**src/rlhc_pkg.sv**
```systemverilog
// Types, constants and arithmetic helpers for the resonant filter chain.
`timescale 1ns / 1ps

package rlhc_pkg;

  localparam int CHANNELS_DEFAULT = 2;
  localparam int CFG_CH     = 2;   // channels that have their own gain registers

  localparam int RAW_W      = 32;
  localparam int SAMPLE_W   = 23;
  localparam int STATE_W    = 24;
  localparam int RES_W      = 8;
  localparam int GAIN_W     = 9;
  localparam int LIMIT_W    = 22;
  localparam int CFG_ADDR_W = 3;
  localparam int CFG_DATA_W = 22;

  localparam int MUL_A_W    = 25;
  localparam int MUL_B_W    = 10;
  localparam int PROD_W     = MUL_A_W + MUL_B_W;
  localparam int QUOT_W     = PROD_W - 8;
  localparam int ACC_W      = QUOT_W + 1;

  localparam logic [GAIN_W-1:0]  GAIN_UNITY  = GAIN_W'(256);
  localparam logic [LIMIT_W-1:0] LIMIT_RESET = {LIMIT_W{1'b1}};

  typedef enum logic [CFG_ADDR_W-1:0] {
    CFG_RES_CH0,
    CFG_RES_CH1,
    CFG_LPG_CH0,
    CFG_LPG_CH1,
    CFG_HPG_CH0,
    CFG_HPG_CH1,
    CFG_DELTA_LIM,
    CFG_SAMPLE_LIM
  } cfg_idx_t;

  typedef struct packed {
    logic                    channel;
    logic signed [RAW_W-1:0] raw_sample;
    logic                    buffer_end;
  } in_item_t;

  typedef struct packed {
    logic signed [SAMPLE_W-1:0] filtered_sample;
    logic                       out_channel;
    logic                       out_buffer_end;
  } out_item_t;

  // Divide a product by 256, truncating toward zero.
  function automatic logic signed [QUOT_W-1:0] div256(input logic signed [PROD_W-1:0] p);
    logic signed [QUOT_W-1:0] q;
    q = QUOT_W'(p >>> 8);
    if (p[PROD_W-1] && (p[7:0] != 8'd0)) begin
      q = q + QUOT_W'(1);
    end
    return q;
  endfunction

  // Limit v to [-lim, lim].
  function automatic logic signed [STATE_W-1:0] clamp_sym(input logic signed [ACC_W-1:0] v,
                                                          input logic [LIMIT_W-1:0] lim);
    logic signed [ACC_W-1:0] l;
    logic signed [ACC_W-1:0] r;
    l = signed'({{(ACC_W-LIMIT_W){1'b0}}, lim});
    if (v > l) begin
      r = l;
    end else if (v < -l) begin
      r = -l;
    end else begin
      r = v;
    end
    return STATE_W'(r);
  endfunction

endpackage

```
**src/resonant_lowpass_highpass_chain.sv**
```systemverilog
// Top level: resonant low-pass followed by one-pole high-pass, per channel.
`timescale 1ns / 1ps
//
// Channel  Direction  Handshake             Beat
// in_      input      in_valid / in_ready   channel, raw_sample, buffer_end
// out_     output     out_valid / out_ready filtered_sample, out_channel, out_buffer_end
// cfg_     input      cfg_we                cfg_addr selects register, cfg_wdata value
//
// One sample runs from the accept cycle through seven sequencer steps (RES, LPG, CLD,
// LPN, HPD, HPM, HPC). The pace is set by the single 25x10 multiplier, which forms the
// resonance, low-pass and high-pass products in turn, and by the clamp steps between them.
// in_ready is high only while the sequencer is idle. A stalled result holds the last
// step until the output register frees. Reset clears filter state and loads register
// defaults at once; no clearing pass.

module resonant_lowpass_highpass_chain #(
  parameter int CHANNELS = rlhc_pkg::CHANNELS_DEFAULT
) (
  input  logic                                clk,
  input  logic                                rst_n,
  input  logic                                in_valid,
  output logic                                in_ready,
  input  rlhc_pkg::in_item_t                  in_data,
  output logic                                out_valid,
  input  logic                                out_ready,
  output rlhc_pkg::out_item_t                 out_data,
  input  logic                                cfg_we,
  input  logic [rlhc_pkg::CFG_ADDR_W-1:0]     cfg_addr,
  input  logic [rlhc_pkg::CFG_DATA_W-1:0]     cfg_wdata
);

  localparam int CH_W = (CHANNELS > 1) ? $clog2(CHANNELS) : 1;

  typedef enum logic [2:0] {
    ST_IDLE,
    ST_RES,
    ST_LPG,
    ST_CLD,
    ST_LPN,
    ST_HPD,
    ST_HPM,
    ST_HPC
  } state_t;

  state_t state_r;

  // Configuration
  logic [rlhc_pkg::RES_W-1:0]   res_r [rlhc_pkg::CFG_CH];
  logic [rlhc_pkg::GAIN_W-1:0]  lpg_r [rlhc_pkg::CFG_CH];
  logic [rlhc_pkg::GAIN_W-1:0]  hpg_r [rlhc_pkg::CFG_CH];
  logic [rlhc_pkg::LIMIT_W-1:0] dlim_r;
  logic [rlhc_pkg::LIMIT_W-1:0] slim_r;

  // Per-channel filter state
  logic signed [rlhc_pkg::STATE_W-1:0] lp_r [CHANNELS];
  logic signed [rlhc_pkg::STATE_W-1:0] dl_r [CHANNELS];
  logic signed [rlhc_pkg::STATE_W-1:0] hp_r [CHANNELS];

  // Working registers
  logic [CH_W-1:0]                     ch_r;
  logic                                chin_r;
  logic                                bend_r;
  logic signed [rlhc_pkg::RAW_W-1:0]   raw_r;
  logic signed [rlhc_pkg::ACC_W-1:0]   acc_r;
  logic signed [rlhc_pkg::MUL_A_W-1:0] diff_r;
  logic signed [rlhc_pkg::MUL_A_W-1:0] hpre_r;
  logic signed [rlhc_pkg::MUL_A_W-1:0] mop_r;
  logic signed [rlhc_pkg::STATE_W-1:0] delta_new_r;
  logic signed [rlhc_pkg::STATE_W-1:0] lpn_r;
  logic                                out_valid_r;
  rlhc_pkg::out_item_t                 out_data_r;

  logic [CH_W-1:0]                     ch_sel;
  logic                                cfg_ch;
  logic signed [rlhc_pkg::STATE_W-1:0] lp_cur;
  logic signed [rlhc_pkg::STATE_W-1:0] dl_cur;
  logic signed [rlhc_pkg::STATE_W-1:0] hp_cur;
  logic signed [rlhc_pkg::SAMPLE_W-1:0] x_w;
  logic signed [rlhc_pkg::MUL_A_W-1:0] mul_a;
  logic signed [rlhc_pkg::MUL_B_W-1:0] mul_b;
  logic signed [rlhc_pkg::PROD_W-1:0]  prod;
  logic signed [rlhc_pkg::QUOT_W-1:0]  quot;
  logic signed [rlhc_pkg::STATE_W-1:0] hp_new;
  logic                                out_free;

  // Channels beyond the last one fold onto the last one.
  assign ch_sel = (32'(in_data.channel) < CHANNELS) ? CH_W'(in_data.channel)
                                                    : CH_W'(CHANNELS - 1);
  assign cfg_ch = 1'(ch_r);

  assign lp_cur = lp_r[ch_r];
  assign dl_cur = dl_r[ch_r];
  assign hp_cur = hp_r[ch_r];

  // Scale by 1/512, truncating toward zero.
  assign x_w = rlhc_pkg::SAMPLE_W'(raw_r >>> 9)
             + {{(rlhc_pkg::SAMPLE_W-1){1'b0}},
                (raw_r[rlhc_pkg::RAW_W-1] && (raw_r[8:0] != 9'd0))};

  // Shared multiplier operand select
  always_comb begin
    unique case (state_r)
      ST_RES: begin
        mul_a = rlhc_pkg::MUL_A_W'(dl_cur);
        mul_b = signed'({2'b00, res_r[cfg_ch]});
      end
      ST_LPG: begin
        mul_a = diff_r;
        mul_b = signed'({1'b0, lpg_r[cfg_ch]});
      end
      ST_HPM: begin
        mul_a = mop_r;
        mul_b = signed'({1'b0, hpg_r[cfg_ch]});
      end
      default: begin
        mul_a = '0;
        mul_b = '0;
      end
    endcase
  end

  assign prod     = rlhc_pkg::PROD_W'(mul_a) * rlhc_pkg::PROD_W'(mul_b);
  assign quot     = rlhc_pkg::div256(prod);
  assign hp_new   = rlhc_pkg::clamp_sym(acc_r, slim_r);
  assign out_free = !out_valid_r || out_ready;

  always_ff @(posedge clk) begin
    if (!rst_n) begin
      state_r     <= ST_IDLE;
      out_valid_r <= 1'b0;
      for (int k = 0; k < rlhc_pkg::CFG_CH; k++) begin
        res_r[k] <= '0;
        lpg_r[k] <= rlhc_pkg::GAIN_UNITY;
        hpg_r[k] <= rlhc_pkg::GAIN_UNITY;
      end
      dlim_r <= rlhc_pkg::LIMIT_RESET;
      slim_r <= rlhc_pkg::LIMIT_RESET;
      for (int k = 0; k < CHANNELS; k++) begin
        lp_r[k] <= '0;
        dl_r[k] <= '0;
        hp_r[k] <= '0;
      end
    end else begin
      if (cfg_we) begin
        unique case (rlhc_pkg::cfg_idx_t'(cfg_addr))
          rlhc_pkg::CFG_RES_CH0:    res_r[0] <= cfg_wdata[rlhc_pkg::RES_W-1:0];
          rlhc_pkg::CFG_RES_CH1:    res_r[1] <= cfg_wdata[rlhc_pkg::RES_W-1:0];
          rlhc_pkg::CFG_LPG_CH0:    lpg_r[0] <= cfg_wdata[rlhc_pkg::GAIN_W-1:0];
          rlhc_pkg::CFG_LPG_CH1:    lpg_r[1] <= cfg_wdata[rlhc_pkg::GAIN_W-1:0];
          rlhc_pkg::CFG_HPG_CH0:    hpg_r[0] <= cfg_wdata[rlhc_pkg::GAIN_W-1:0];
          rlhc_pkg::CFG_HPG_CH1:    hpg_r[1] <= cfg_wdata[rlhc_pkg::GAIN_W-1:0];
          rlhc_pkg::CFG_DELTA_LIM:  dlim_r   <= cfg_wdata[rlhc_pkg::LIMIT_W-1:0];
          rlhc_pkg::CFG_SAMPLE_LIM: slim_r   <= cfg_wdata[rlhc_pkg::LIMIT_W-1:0];
          default: ;
        endcase
      end

      // drop the beat once taken, unless the last step refills the register
      if (out_valid_r && out_ready && (state_r != ST_HPC)) begin
        out_valid_r <= 1'b0;
      end

      unique case (state_r)
        ST_IDLE: begin
          if (in_valid) begin
            ch_r    <= ch_sel;
            chin_r  <= in_data.channel;
            bend_r  <= in_data.buffer_end;
            raw_r   <= in_data.raw_sample;
            state_r <= ST_RES;
          end
        end
        ST_RES: begin
          // decayed delta; prepare the low-pass and high-pass differences
          acc_r   <= rlhc_pkg::ACC_W'(quot);
          diff_r  <= rlhc_pkg::MUL_A_W'(x_w) - rlhc_pkg::MUL_A_W'(lp_cur);
          hpre_r  <= rlhc_pkg::MUL_A_W'(hp_cur) - rlhc_pkg::MUL_A_W'(lp_cur);
          state_r <= ST_LPG;
        end
        ST_LPG: begin
          acc_r   <= acc_r + rlhc_pkg::ACC_W'(quot);
          state_r <= ST_CLD;
        end
        ST_CLD: begin
          delta_new_r <= rlhc_pkg::clamp_sym(acc_r, dlim_r);
          state_r     <= ST_LPN;
        end
        ST_LPN: begin
          lpn_r   <= rlhc_pkg::clamp_sym(rlhc_pkg::ACC_W'(lp_cur)
                                         + rlhc_pkg::ACC_W'(delta_new_r), slim_r);
          state_r <= ST_HPD;
        end
        ST_HPD: begin
          mop_r   <= hpre_r + rlhc_pkg::MUL_A_W'(lpn_r);
          state_r <= ST_HPM;
        end
        ST_HPM: begin
          acc_r   <= rlhc_pkg::ACC_W'(quot);
          state_r <= ST_HPC;
        end
        ST_HPC: begin
          // hold here until the output register can take the beat
          if (out_free) begin
            dl_r[ch_r] <= delta_new_r;
            lp_r[ch_r] <= lpn_r;
            hp_r[ch_r] <= hp_new;
            out_data_r.filtered_sample <= rlhc_pkg::SAMPLE_W'(hp_new);
            out_data_r.out_channel     <= chin_r;
            out_data_r.out_buffer_end  <= bend_r;
            out_valid_r <= 1'b1;
            state_r     <= ST_IDLE;
          end
        end
        default: state_r <= ST_IDLE;
      endcase
    end
  end

  assign in_ready  = (state_r == ST_IDLE);
  assign out_valid = out_valid_r;
  assign out_data  = out_data_r;

endmodule

```
**config.mk**
```make
export PLATFORM = sky130hd
export DESIGN_NAME = resonant_lowpass_highpass_chain
export DESIGN_NICKNAME = d
export VERILOG_FILES = /design/src/rlhc_pkg.sv /design/src/resonant_lowpass_highpass_chain.sv
export SDC_FILE = /design/constraint.sdc
export NUM_CORES = 2
export LEC_CHECK = 0
export ABC_AREA = 0
export BUFFER_PORTS_ARGS = -buffer_cell sky130_fd_sc_hd__buf_2
export CORE_MARGIN = 2
export CORE_UTILIZATION = 60
export DETAILED_ROUTE_END_ITERATION = 16
export HOLD_SLACK_MARGIN = 0.15
export PLACE_DENSITY = 0.77
export SETUP_SLACK_MARGIN = 0.2
export SKIP_LAST_GASP = 1
export SLEW_MARGIN = 10
export SYNTH_ARGS = -nofsm -noshare
export SYNTH_HDL_FRONTEND = slang
export SYNTH_SLANG_ARGS = --single-unit
export TNS_END_PERCENT = 50
```
**constraint.sdc**
```tcl
create_clock -name clk -period 20.9 [get_ports clk]
set_input_delay 0 -clock clk [delete_from_list [all_inputs] [get_ports clk]]
set_output_delay 0 -clock clk [all_outputs]
set_load 0.03 [all_outputs]
```
After elaboration in Yosys (flattened, before gate mapping)
Memories as Yosys holds them, arrays and structs flattened. A register that Yosys moved wholly into a read port is not among the register bits. Cells that the tools add are included.

$add $sub $neg: 9. Multipliers: 1. Divide/modulo/power cells: 0. Order comparisons: 6. Equality and inequality tests: 17. Shifts and indexed selects: 0. Muxes and demuxes: 66. Bitwise logic cells: 6. Reductions and logical operators: 25.

Operators by type and width (number): $mux 24 (7); $pmux 25 s3 (1); $reduce_or 24->1 (3); $gt 28x23->1 (2); $lt 28x28->1 (2); $neg 22->28 (2); $pmux 28 s2 (1); $mux 1 (44); $mux 22 (2); $mux 9 (4); $mul 25x10->35 (1); $add 28x27->28 (1); $lt 25x28->1 (1); $add 27x2->27 const B (1); $mux 27 (1); $pmux 9 s3 (1); $add 24x24->25 (1); $add 25x24->25 (1); $gt 25x23->1 (1); $sub 23x24->25 (1); $sub 24x24->25 (1); $eq 3x3->1 const B (8); $pmux 3 s8 (1); $add 23x1->23 (1); 17 further kinds (41).

Register bits after elaboration: 258. Bits in latches: 0. Bits in writable memories: 196. Memory bits (read-only): 0. Input bits: 64. Output and inout port bits: 27. Logic and storage cells: 154. Memories kept: 6.

Memories: dl_r (depth 2, bits a word 24, rd ports 1, clocked after Yosys merged registers in 1, wr ports 2, RTL line resonant_lowpass_highpass_chain.sv:56) `logic signed [rlhc_pkg::STATE_W-1:0] dl_r [CHANNELS];`; hp_r (depth 2, bits a word 24, rd ports 1, clocked after Yosys merged registers in 1, wr ports 2, RTL line resonant_lowpass_highpass_chain.sv:57) `logic signed [rlhc_pkg::STATE_W-1:0] hp_r [CHANNELS];`; lp_r (depth 2, bits a word 24, rd ports 1, clocked after Yosys merged registers in 1, wr ports 2, RTL line resonant_lowpass_highpass_chain.sv:55) `logic signed [rlhc_pkg::STATE_W-1:0] lp_r [CHANNELS];`; hpg_r (depth 2, bits a word 9, rd ports 1, clocked after Yosys merged registers in 1, wr ports 2, RTL line resonant_lowpass_highpass_chain.sv:50) `logic [rlhc_pkg::GAIN_W-1:0] hpg_r [rlhc_pkg::CFG_CH];`; lpg_r (depth 2, bits a word 9, rd ports 1, clocked after Yosys merged registers in 1, wr ports 2, RTL line resonant_lowpass_highpass_chain.sv:49) `logic [rlhc_pkg::GAIN_W-1:0] lpg_r [rlhc_pkg::CFG_CH];`; res_r (depth 2, bits a word 8, rd ports 1, clocked after Yosys merged registers in 1, wr ports 2, RTL line resonant_lowpass_highpass_chain.sv:48) `logic [rlhc_pkg::RES_W-1:0] res_r [rlhc_pkg::CFG_CH];`.

Depth between registers and ports, before layout
Word-level depth: 8. Depth in mapped cells: 44. Mapped depth without buffers: 41.

Worst setup path before layout
No wires, ideal clock.

Path kind: register to register. Start point: register state_r[2]. End point: register acc_r[26] in the netlist's numbering, data pin. Library setup time: 0.260 ns. Data arrival time: 10.031 ns. Setup slack: 10.609 ns. Stages on the path, launching flop included: 42. Cells stage by stage: dfxtp_1 buf_2 buf_1 clkbuf_1 clkbuf_1 o211ai_1 o21ai_1 nor2_1 nand2_1 inv_1 fa_1 inv_1 fa_1 inv_1 fa_1 inv_1 fa_1 fa_1 [6 not listed] a211oi_1 nor2_1 xor2_1 nand2b_1 xnor2_1 ha_1 fa_1 a211oi_1 o21a_1 o21a_1 o21bai_1 a211oi_1 o21a_1 o41ai_1 nand2_1 a211oi_1 xor2_1 mux2_2.

Longest elaborated chain between the ends: 8. Elaborated cells between the ends (all ways): 13. Classes of those cells: add/sub (2); mul (1); eq/ne (3); mux (4); reduce/logical (3).

RTL lines: from (decl) (RTL line resonant_lowpass_highpass_chain.sv:45) `state_t state_r;`; from (signal assigned) (RTL line resonant_lowpass_highpass_chain.sv:129) `state_r <= ST_IDLE;`; from (signal assigned) (RTL line resonant_lowpass_highpass_chain.sv:170) `state_r <= ST_RES;`; from (signal assigned) (RTL line resonant_lowpass_highpass_chain.sv:178) `state_r <= ST_LPG;`; parallel branches: the longest is 7 deep, another holds $mul 25x10->35; $pmux 28 s2 * (RTL line resonant_lowpass_highpass_chain.sv:163) `unique case (state_r)`; to (signal assigned) (RTL line resonant_lowpass_highpass_chain.sv:175) `acc_r <= rlhc_pkg::ACC_W'(quot);`; to (signal assigned) (RTL line resonant_lowpass_highpass_chain.sv:181) `acc_r <= acc_r + rlhc_pkg::ACC_W'(quot);`; to (signal assigned) (RTL line resonant_lowpass_highpass_chain.sv:198) `acc_r <= rlhc_pkg::ACC_W'(quot);`; to (decl) (RTL line resonant_lowpass_highpass_chain.sv:64) `logic signed [rlhc_pkg::ACC_W-1:0] acc_r;`.

Every way passes the cells marked *. A chain may end at the register's enable or synchronous reset.

Final worst setup path
Start point: register state_r[0]. End point: register acc_r[26] in the netlist's numbering, data pin.

Same word-level chain as after synthesis.

==> flow_metrics.py <==
metrics = {
    "placement": {
        "io_buffers": 90,
        "dp_slack_ps": 8950,
        "gp_congestion": 1.05,
        "dp_hpwl_mm": 82.5,
    },
    "synth": {
        "yosys_warnings": 0,
        "synth-seq-cells": 455,
        "async_flop_share_pct": 0,
        "ys_types": 91,
        "synth_ff_type": "edfxtp_1",
        "synth_nets": 4419,
        "synth_cells": 3808,
        "syn-mean-instance-area_sq_um": 9.93,
        "syn_area_sq_um": 37800,
        "synth_edf_count": 406,
        "ys_seq_area_share_pct": 34.8,
    },
    "grt": {
        "antenna_found_initial": 5,
        "grt_pass1_wl_mm": 170,
        "grt_pass1_vias": 29200,
        "track_usage_pct": 34.7,
        "overflow": 0,
        "grt_max_degree": 73,
    },
    "pwr": {
        "power_frac_comb_pct": 57.1,
        "clkPwrFrac_pct": 17.2,
        "p_switching_uw": 2350,
        "peakVddDrop_uv": 121,
        "swShare_pct": 45.5,
        "p_int_uw": 2810,
        "cellPowerDensity_nw_per_um2": 122,
        "p_seq_share_pct": 25.7,
        "total_leakage_power_uw": 0.0184,
        "power_uw": 5160,
    },
    "clocking": {
        "clkLatencyLatePin_ps": 630,
        "clk_pin_slew_ps": 70,
        "cts_root_buffer": "clkbuf_16",
        "clock-sinks": 455,
        "cts_tree": "yes",
        "clockBufferDepth": 3,
        "cts_buffers": 48,
        "htreeDepth": 2,
    },
    "timing": {
        "hold_viol": 0,
        "finalMaxSlewViolations": 0,
        "maxSlewHeadroom_pct": 24.7,
        "period_share_pct": 58.6,
        "rsz0062_at_grt": "no",
        "final.setup.tns_ps": 0,
        "max_freq_ghz": 0.0816,
        "worst_slack_ps": 8650,
        "tightest_slew_ps": 1120,
        "period_needed_ps": 12250,
        "clock_skew_ps": 47.5,
        "setup_viol": 0,
        "holdWs_ps": 191,
    },
    "die": {
        "die_w_um": 255,
        "die_h_um": 255,
        "pin_count": 91,
        "core_sq_um": 62700,
        "initial_core_util_pct": 60.3,
        "die-area_sq_um": 65100,
        "placementRows": 92,
    },
    "critical_path": {
        "critPathSlowestCell": "nand2_1",
        "worstSetupPathType": "reg2reg",
        "worstPathArrival_ps": 12630,
        "critPathMaxStageDelay_ps": 810,
        "critPathMostFrequentCell": "fa_1",
        "crit_required_ps": 21280,
        "cp_max_fo": 21,
        "start_kind": "flop",
        "cp-end-kind": "flop",
    },
    "layout": {
        "syn_to_final_growth_pct": 11.4,
        "nFillCells": 4834,
        "fin_util_pct": 67.2,
        "drive_gt1_share_pct": 8.53,
        "nets": 4594,
    },
    "job": {
        "maxCapViolCount": 0,
    },
    "drt": {
        "postRouteAntennaNets": 0,
        "drt_iter0_drc": 3260,
        "viasPerCell": 6.21,
        "routedWlPerCell_um": 22.9,
        "drt_pass1_iterations": 7,
        "routed_wl_mm": 112,
        "drc": 0,
        "num_vias": 30200,
    },
    "min_path": {
        "min_path_type": "in2reg",
    },
    "outcome": {
        "status": "completed",
    },
}
[synth_stat cells, drive strengths merged (20+ instances only)]
library cell	n	area share (%)
buf	21	0.26
clkbuf	114	1.1
ha	357	12
xor2	58	1.3
and2	77	1.3
o21ai	144	1.9
nand2	276	2.7
xnor2	158	3.7
and3	88	1.5
o211ai	63	1.3
nor2b	44	0.73
mux2	81	2.4
edfxtp	406	32
nand2b	49	0.84
o21a	63	1.3
dfxtp	49	2.6
inv	347	3.4
a21o	77	1.5
mux2i	100	2.6
fa	190	10
or3	46	0.76
a211oi	22	0.45
a21oi	212	2.8
nor3	72	1.0
o21bai	20	0.40
nor4	24	0.49
nand4	41	0.76
nand3	72	0.97
nor2	335	3.3
[stage by stage]
stage	std cells	cell area, sq um
final	4868	42200
after global routing	4866	42100
after detailed placement	4650	39200
after floorplan	3808	37800
after global placement	4650	39200
after CTS	4866	42100
[worst paths after layout]
path	endpoint	cells after the start	start	slack [ps]
setup / recovery	acc_r[26]	37	state_r[0]	8650
hold / removal	flop	3	in_data[33]	190
hold reg to reg	out_data[0]	0	bend_r	440
setup reg to reg	acc_r[26]	37	state_r[0]	8650
[kinds of logic after synthesis]
kind of cell             count (synthesis)  share of synthesized area (%)
AO/OA/AOI/OAI                          756                           13.1
XOR/XNOR                               216                           5.00
adder cells (fa/ha/maj)                547                           21.9
buffers and inverters                  485                           4.87
flip-flops                             455                           34.8
multiplexers                           182                           5.12
AND/OR/NAND/NOR                       1167                           15.3
[state kept, by name, summed over array words and instances (netlist names), named ones only]
signal,count
chin_r,1
out_data,25
hpg_r,18
state_r,3
lpg_r,18
acc_r,28
lp_r,48
res_r,16
hp_r,48
bend_r,1
mop_r,25
delta_new_r,24
slim_r,22
raw_r,32
out_valid,1
diff_r,25
hpre_r,25
dlim_r,22
dl_r,48
lpn_r,24
[timing repair]
| action | CTS | global route |
|---|---|---|
| setup endpoints to repair | 0 | 0 |
| hold buffers | 129 | 0 |
| buffers inserted | 0 | 0 |
| resized for setup | 0 | 0 |
| endpoints found under the hold margin | 160 | 0 |
[layer usage]
| layer | GRT usage (%) | part of all wire, % | vias to the layer above |
|---|---|---|---|
| met5 | 0 | 0.035 | - |
| met3 | 5.63 | 9.5 | 296 |
| met2 | 51.9 | 43 | 1472 |
| met1 | 49.5 | 42 | 14500 |
| li1 | - | - | 13900 |
| met4 | 16.2 | 5.1 | 6 |
[cell usage in the layout (no fill, tap or decap), drive strengths merged, types with 44 or more instances in the layout]
cell type    Yosys  routed
clkbuf         114      57
ha             357     357
nor3            72      72
buf             21     131
xor2            58      58
o21ai          144     144
nand2          276     276
a21oi          212     212
mux2            81      81
dlygate4sd3      0     129
nand3           72      72
or3             46      46
edfxtp         406     406
xnor2          158     158
a21o            77      77
inv            347     350
nor2           335     335
fa             190     190
dfxtp           49      49
o21a            63      63
mux2i          100     100
and3            88      88
and2            77      77
nand2b          49      49
o211ai          63      63
nor2b           44      44
[area by class of cell]
class                   count  area [sq um]  area share (%)
repair buffers            260          2050            4.86
clock inverters            30           327           0.775
well taps                 846          1060            2.51
multi-input cells        2868         22900            54.4
inverters                 350          1310            3.12
flip-flops and latches    455         13200            31.3
diodes                      2          5.00          0.0119
clock buffers              57          1280            3.03
[power groups by stage]
| stage | Sequential (uW) | Clock, uW | Combinational, uW |
|---|---|---|---|
| 3_5_place_dp | 1340 | 0 | 2840 |
| 3_3_place_gp | 1340 | 0 | 2800 |
| 6_report | 1330 | 885 | 2940 |
| 5_1_grt | 1330 | 922 | 3230 |
| 4_1_cts | 1320 | 887 | 2890 |
| 2_1_floorplan | 1270 | 0 | 2090 |
[worst max-delay path, delay by kind of cell (launching register included)]
family / cells / cell delay (ps)
simple gates: 7 / 2040
fa+ha+maj: 9 / 3970
buf+inv: 4 / 570
compound gates: 13 / 4240
xor+xnor: 3 / 550
flops: 1 / 340
mux: 1 / 260
Note: power is estimated with default switching activity, not from simulation.
